File: config.mk
export PLATFORM = sky130hd
export DESIGN_NAME = lds_ctrl
export DESIGN_NICKNAME = d
export VERILOG_FILES = /design/src/rtl/lds_pkg.sv /design/src/rtl/lds_ctrl.sv
export VERILOG_INCLUDE_DIRS = /design/src /design/src/rtl
export SDC_FILE = /design/constraint.sdc
export NUM_CORES = 1
export LEC_CHECK = 0
export BUFFER_PORTS_ARGS = -buffer_cell sky130_fd_sc_hd__buf_2
export CELL_PAD_IN_SITES_DETAIL_PLACEMENT = 1
export CELL_PAD_IN_SITES_GLOBAL_PLACEMENT = 2
export CORE_MARGIN = 8
export CORE_UTILIZATION = 25
export CTS_CLUSTER_DIAMETER = 200
export CTS_CLUSTER_SIZE = 24
export DETAILED_ROUTE_END_ITERATION = 16
export PLACE_DENSITY = 0.89
export RECOVER_POWER = 25
export SLEW_MARGIN = 20
export SYNTH_ARGS = -nofsm -noshare
export SYNTH_HDL_FRONTEND = slang
export SYNTH_SLANG_ARGS = --single-unit
export TNS_END_PERCENT = 20
File: constraint.sdc
create_clock -name i_clk -period 2.15 [get_ports i_clk]
set_input_delay 0 -clock i_clk [delete_from_list [all_inputs] [get_ports i_clk]]
set_output_delay 0 -clock i_clk [all_outputs]
set_load 0.05 [all_outputs]
File: src/rtl/assert_macros.svh
// Assertion macros shared by the block's RTL modules.
// Each macro expects i_clk and i_rst_n in the scope where it is used.
`ifndef ASSERT_MACROS_SVH
`define ASSERT_MACROS_SVH

// Check an implication on every clock edge outside reset.
`define LDS_ASSERT(lbl, prop, msg) \
    lbl: assert property (@(posedge i_clk) disable iff (!i_rst_n) prop) \
        else $error(msg);

// Check that a condition leads to a consequence in the next cycle.
`define LDS_ASSERT_NEXT(lbl, ante, cons, msg) \
    lbl: assert property (@(posedge i_clk) disable iff (!i_rst_n) (ante) |=> (cons)) \
        else $error(msg);

`endif

File: src/rtl/lds_pkg.sv
// Types and constants for the Lemoine decomposition search block.
// Used by lds_ctrl, lds_dpath and lemoine_decomposition_search_top.
package lds_pkg;

    localparam int MAX_N_DEF = 65535;
    localparam int N_W       = 16;
    localparam int CNT_W     = N_W + 1;
    localparam int Q_W       = N_W - 1;
    localparam int ST_W      = 2;
    localparam int SF_W      = 2;

    localparam logic [N_W-1:0]   MIN_N        = N_W'(5);
    localparam logic [CNT_W-1:0] FIRST_P      = CNT_W'(3);
    localparam logic [CNT_W-1:0] FIRST_SIEVE  = CNT_W'(2);
    localparam logic [CNT_W-1:0] FIRST_SQUARE = CNT_W'(4);
    localparam logic [CNT_W-1:0] SCAN_MARGIN  = CNT_W'(4);
    localparam logic [SF_W-1:0]  SMALL_FACTOR = SF_W'(2);

    typedef enum logic [ST_W-1:0] {
        ST_FOUND   = 2'd0,
        ST_NONE    = 2'd1,
        ST_INVALID = 2'd2
    } t_status;

    typedef struct packed {
        logic    load_n;
        logic    init_start;
        logic    init_step;
        logic    sv_start;
        logic    rd_i;
        logic    mark_start;
        logic    mark_step;
        logic    sv_next;
        logic    sc_start;
        logic    rd_p;
        logic    rd_q;
        logic    sc_next;
        logic    out_load;
        t_status out_status;
    } t_cmd;

    typedef struct packed {
        logic in_ok;
        logic init_last;
        logic sv_more;
        logic rd_bit;
        logic mark_more;
        logic sc_more;
        logic out_free;
    } t_stat;

endpackage

File: src/rtl/lds_ctrl.sv
// Sequencer for the Lemoine decomposition search: sieve build, scan, result.
// Depends on lds_pkg and assert_macros.svh; drives lds_dpath by command struct.
`include "assert_macros.svh"

module lds_ctrl
    import lds_pkg::*;
(
    input  logic  i_clk,
    input  logic  i_rst_n,
    input  logic  i_valid,
    output logic  o_stall,
    input  t_stat i_stat,
    output t_cmd  o_cmd
);

    typedef enum logic [3:0] {
        S_IDLE,
        S_INIT,
        S_SV_TEST,
        S_SV_CHK,
        S_MARK,
        S_SC_TEST,
        S_SC_CHKP,
        S_SC_CHKQ,
        S_DONE
    } t_state;

    t_state  r_state, n_state;
    t_status r_kind,  n_kind;

    always_comb begin
        n_state = r_state;
        n_kind  = r_kind;
        o_cmd   = '0;
        o_cmd.out_status = r_kind;
        case (r_state)
            S_IDLE: begin
                if (i_valid) begin
                    o_cmd.load_n = 1'b1;
                    if (i_stat.in_ok) begin
                        o_cmd.init_start = 1'b1;
                        n_state = S_INIT;
                    end else begin
                        n_kind  = ST_INVALID;
                        n_state = S_DONE;
                    end
                end
            end
            S_INIT: begin
                o_cmd.init_step = 1'b1;
                if (i_stat.init_last) begin
                    o_cmd.sv_start = 1'b1;
                    n_state = S_SV_TEST;
                end
            end
            S_SV_TEST: begin
                if (i_stat.sv_more) begin
                    o_cmd.rd_i = 1'b1;
                    n_state = S_SV_CHK;
                end else begin
                    o_cmd.sc_start = 1'b1;
                    n_state = S_SC_TEST;
                end
            end
            S_SV_CHK: begin
                if (i_stat.rd_bit) begin
                    o_cmd.mark_start = 1'b1;
                    n_state = S_MARK;
                end else begin
                    o_cmd.sv_next = 1'b1;
                    n_state = S_SV_TEST;
                end
            end
            S_MARK: begin
                if (i_stat.mark_more) begin
                    o_cmd.mark_step = 1'b1;
                end else begin
                    o_cmd.sv_next = 1'b1;
                    n_state = S_SV_TEST;
                end
            end
            S_SC_TEST: begin
                if (i_stat.sc_more) begin
                    o_cmd.rd_p = 1'b1;
                    n_state = S_SC_CHKP;
                end else begin
                    n_kind  = ST_NONE;
                    n_state = S_DONE;
                end
            end
            S_SC_CHKP: begin
                if (i_stat.rd_bit) begin
                    o_cmd.rd_q = 1'b1;
                    n_state = S_SC_CHKQ;
                end else begin
                    o_cmd.sc_next = 1'b1;
                    n_state = S_SC_TEST;
                end
            end
            S_SC_CHKQ: begin
                if (i_stat.rd_bit) begin
                    n_kind  = ST_FOUND;
                    n_state = S_DONE;
                end else begin
                    o_cmd.sc_next = 1'b1;
                    n_state = S_SC_TEST;
                end
            end
            S_DONE: begin
                if (i_stat.out_free) begin
                    o_cmd.out_load = 1'b1;
                    n_state = S_IDLE;
                end
            end
            default: begin
                n_state = S_IDLE;
            end
        endcase
    end

    always_ff @(posedge i_clk) begin
        if (!i_rst_n) begin
            r_state <= S_IDLE;
            r_kind  <= ST_INVALID;
        end else begin
            r_state <= n_state;
            r_kind  <= n_kind;
        end
    end

    assign o_stall = (r_state != S_IDLE);

    `LDS_ASSERT_NEXT(a_accept_leaves_idle, r_state == S_IDLE && i_valid,
        r_state != S_IDLE, "accepted word did not start a search")
    `LDS_ASSERT(a_q_after_p, r_state == S_SC_CHKQ |-> $past(r_state) == S_SC_CHKP,
        "q check without a prime p")
    `LDS_ASSERT_NEXT(a_done_to_idle, r_state == S_DONE && i_stat.out_free,
        r_state == S_IDLE, "result handoff did not return to idle")

endmodule

### Word level (Yosys, flattened, before mapping)

Index checks and enable logic that the tools add are counted.

* register bits: 6
* input bits: 10
* word-level logic and storage cells: 61

* equal/unequal tests: 15
* muxes and demuxes: 38
* reductions and logical operators: 6

Operators with widths (count)
* $pmux 4 s9: 1
* $mux 4: 7
* $mux 1: 18
* $eq 4x3->1 const B: 4
* $mux 2: 8
* $ne 2x2->1 const B: 7
* $eq 4x2->1 const B: 2
* $mux 3: 2
* $pmux 2 s3: 1
* $reduce_and 5->1: 1
* $eq 4x1->1 const B: 1
* $eq 4x4->1 const B: 1
* $logic_not 4->1: 1
* $reduce_and 4->1: 1
* $reduce_bool 4->1: 1
* $reduce_bool 3->1: 1
* $pmux 1 s2: 1
* $reduce_or 2->1: 1

### Logic depth before layout (Yosys ltp)

* depth after elaboration: 3
* mapped depth: 5
* depth with buffers taken out: 4

### Worst setup path before layout

No wires, ideal clock.

* path type: register to register
* start: register r_state[2]
* end: register r_state[2]
* setup time: 65 ps
* arrival: 2404 ps
* setup slack: -319 ps
* stages on the path, launching flop included: 4
* path buffers: 1
* period minus slack after synthesis: 2469 ps
* path through: dfxtp_1 buf_2 nor4_1 o31a_1

* cells in the longest elaborated chain, start to end: 3

Ends and longest elaborated chain
* start: declaration: RTL line lds_ctrl.sv:28 `t_state r_state, n_state;`
* start signal: assignment: RTL line lds_ctrl.sv:126 `r_state <= n_state;`
* $eq 4x1->1 (tied with other cells): RTL line lds_ctrl.sv:36 `case (r_state)`
* $ne 2x2->1 (no source line)
* $reduce_and 4->1 (no source line)

Several ways; a longest one is shown, not always the timed one.
A chain may end at the register's enable or synchronous reset.

==> metrics <==
synthesized flop and latch total=6; setup TNS=0 ns; top post-synthesis cells by area=dfxtp_1 (21%), mux2i_1 (7.1%), nor2_1 (6.0%); Setup Crit Path Kind=register to primary output; hold path cells=3; H-Tree Level Count=1; leakage power=between 0.0003 and 0.0004 uW; unrepaired setup endpoints after global routing=false; critical path arrival=between 1.5 and 2 ns; Core Rows=17; Post-Syn Area=561 sq um; total number of vias=613; Min Clock Period, post-route=around 1.8 ns; WL/cell=roughly 15 um; PD cells=between 500 and 600 mW/mm^2; Post-Syn Instances=between 70 and 80; Num Clock Sinks=6; final WL=roughly 1800 um; GRT overflow=0; R2R cell count=4; initial antenna violation count=0; syn_area_per_cell=between 7 and 8 sq um; biggest area consumer among synthesized cells=dfxtp_1; Clk pin slew, worst setup/hold paths=around 0.050 ns; Slew @ Worst Pin=0.604 ns; Post-synth EDFFs=0; Die Height=about 63 um; boundary pin count=26; CTS max path bufs=2; # Max-Cap Violations=0; Hold Path Class=input pin to register; Port-buffer cells=25; Initial Util=25.8%; CTS root buf=clkbuf_4; first-pass GRT wire length=about 3200 um; Post-synth ARST share=0%; die area=0.00401 sq mm; Rel. slew slack=59.9%; Yosys top cell area share=21.4%; clock skew=roughly 0.0056 ns; First-pass DRT Iterations=3; via density per instance=4.98; design area=about 720 sq um; ant diodes=0; placed cell areas=702 sq um; drc violations=0; # setup viols final=0; Reg2Reg Launch Point=r_state[2]$_SDFFE_PN0P_; largest net degree at the start of global routing=17; number of global-route vias before repair=between 600 and 700; Synthesized Nets=81; hold_sp=i_stat[5]; part of the Yosys area used for sequential elements=around 21%; most frequent cell after synthesis=nor2_1; initial DRC count=13; Worst setup EP type=primary output; CTS buffer count=3; YS warnings=0; post-route worst setup slack=0.331 ns; fmax=about 550 MHz; share of cells above drive strength 1=around a third; CTS tree=built; gpl congestion=between 0.7 and 0.8; Synth-to-Final Area Change=28.8%; status=completed; Yosys cell types=35; main flop type after synthesis=dfxtp_1; max-slew violation count=0; clk_lat worst skew=0.25 ns; post-route ant nets=0; critical path launch point type=register; DIE WIDTH=63.4 um; Total Power=415 uW; placed wire-length estimate=between 1000 and 1500 um; Worst Path Required=2.15 ns; pre-CTS WS=0.398 ns; Core ar.=0.00217 sq mm; worst vdd ir=0.311 mV; Fin Hold WS=around 0.053 ns; Final Cycle Share=84.6%; Final #Nets=approximately 110; top post-synthesis cells by count=nor2_1 (9), dfxtp_1 (6), nand2_1 (5), nand2b_1 (5), nor2b_1 (5); Final Hold Viols=0; Crit. Startpoint=r_state[1]$_SDFFE_PN0P_; peak fanout along the critical path=15; Global Route Usage Sum=9.43%
-- cell type report --
cell class,instances,area [sq um]
Tap cell,28,35.0
Multi-Input combinational cell,60,418
Sequential cell,6,121
Inverter,1,3.75
Timing Repair Buffer,25,121
Fill cell,285,1450
Clock buffer,3,22.5
-- sequential cells by signal, summed over array words and instances (netlist names) --
signal,cells
r_kind,2
r_state,4
-- report_power, final --
group	internal, uW	switching [uW]	total, uW
combinational	54.9	109	164
clock	63.3	42.3	106
sequential	118	27.1	145
total	236	179	415
-- path summary, 6_finish.rpt --
check | end | slack, ns
setup / recovery | o_cmd[3] | 0.33
setup reg to reg | r_kind[1]$_SDFFE_PN1P_ | 0.41
hold reg to reg | r_kind[0]$_SDFFE_PN0P_ | 0.46
hold / removal | r_state[0]$_SDFFE_PN0P_ | 0.05
-- layer usage --
| metal | global-route usage [%] | share of wire (%) | vias to the layer above |
|---|---|---|---|
| met5 | 0 | 0 | - |
| met4 | 1.67 | 0 | 0 |
| met3 | 4.06 | 6.4 | 0 |
| met2 | 15.0 | 45 | 18 |
| met1 | 11.6 | 48 | 284 |
| li1 | - | - | 311 |
-- timing repair --
item	CTS	global route
setup buffers	0	0
hold buffers	0	0
endpoints found under the setup margin	0	1
gates resized for setup	0	1
-- cell families after synthesis --
group                  share of synthesized area [%]
and+or+nand+nor                                 44.6
AOI/OAI and AO/OA                               21.7
DFF                                             21.4
buffers and inverters                           5.13
muxes                                           7.14
-- metrics by stage --
stage / util [%] / instances
CTS: 33.4 / 123
global placement: 32.4 / 120
detailed placement: 32.4 / 120
global route: 33.3 / 123
floorplan: - / 71
finish: 33.3 / 123
-- worst max-delay path, stage by stage (launching register included) --
cell,delay [ns]
dfxtp_1,0.68
nand2b_1,0.19
nor3b_1,0.36
buf_2,0.34
-- cell usage in the layout (no fill, tap or decap), types with 2 or more instances in the layout --
master and instances:
buf_2 22, a21oi_1 2, nand2_1 5, nor3b_1 2
and3_1 3, clkbuf_1 3, and2_1 2, nand2b_1 5
nor2b_1 5, mux2i_1 4, dfxtp_1 5, nor2_1 9
nor4b_1 2, nand4_1 2, clkbuf_4 3
No activity file was read; power rests on OpenSTA's default activity.
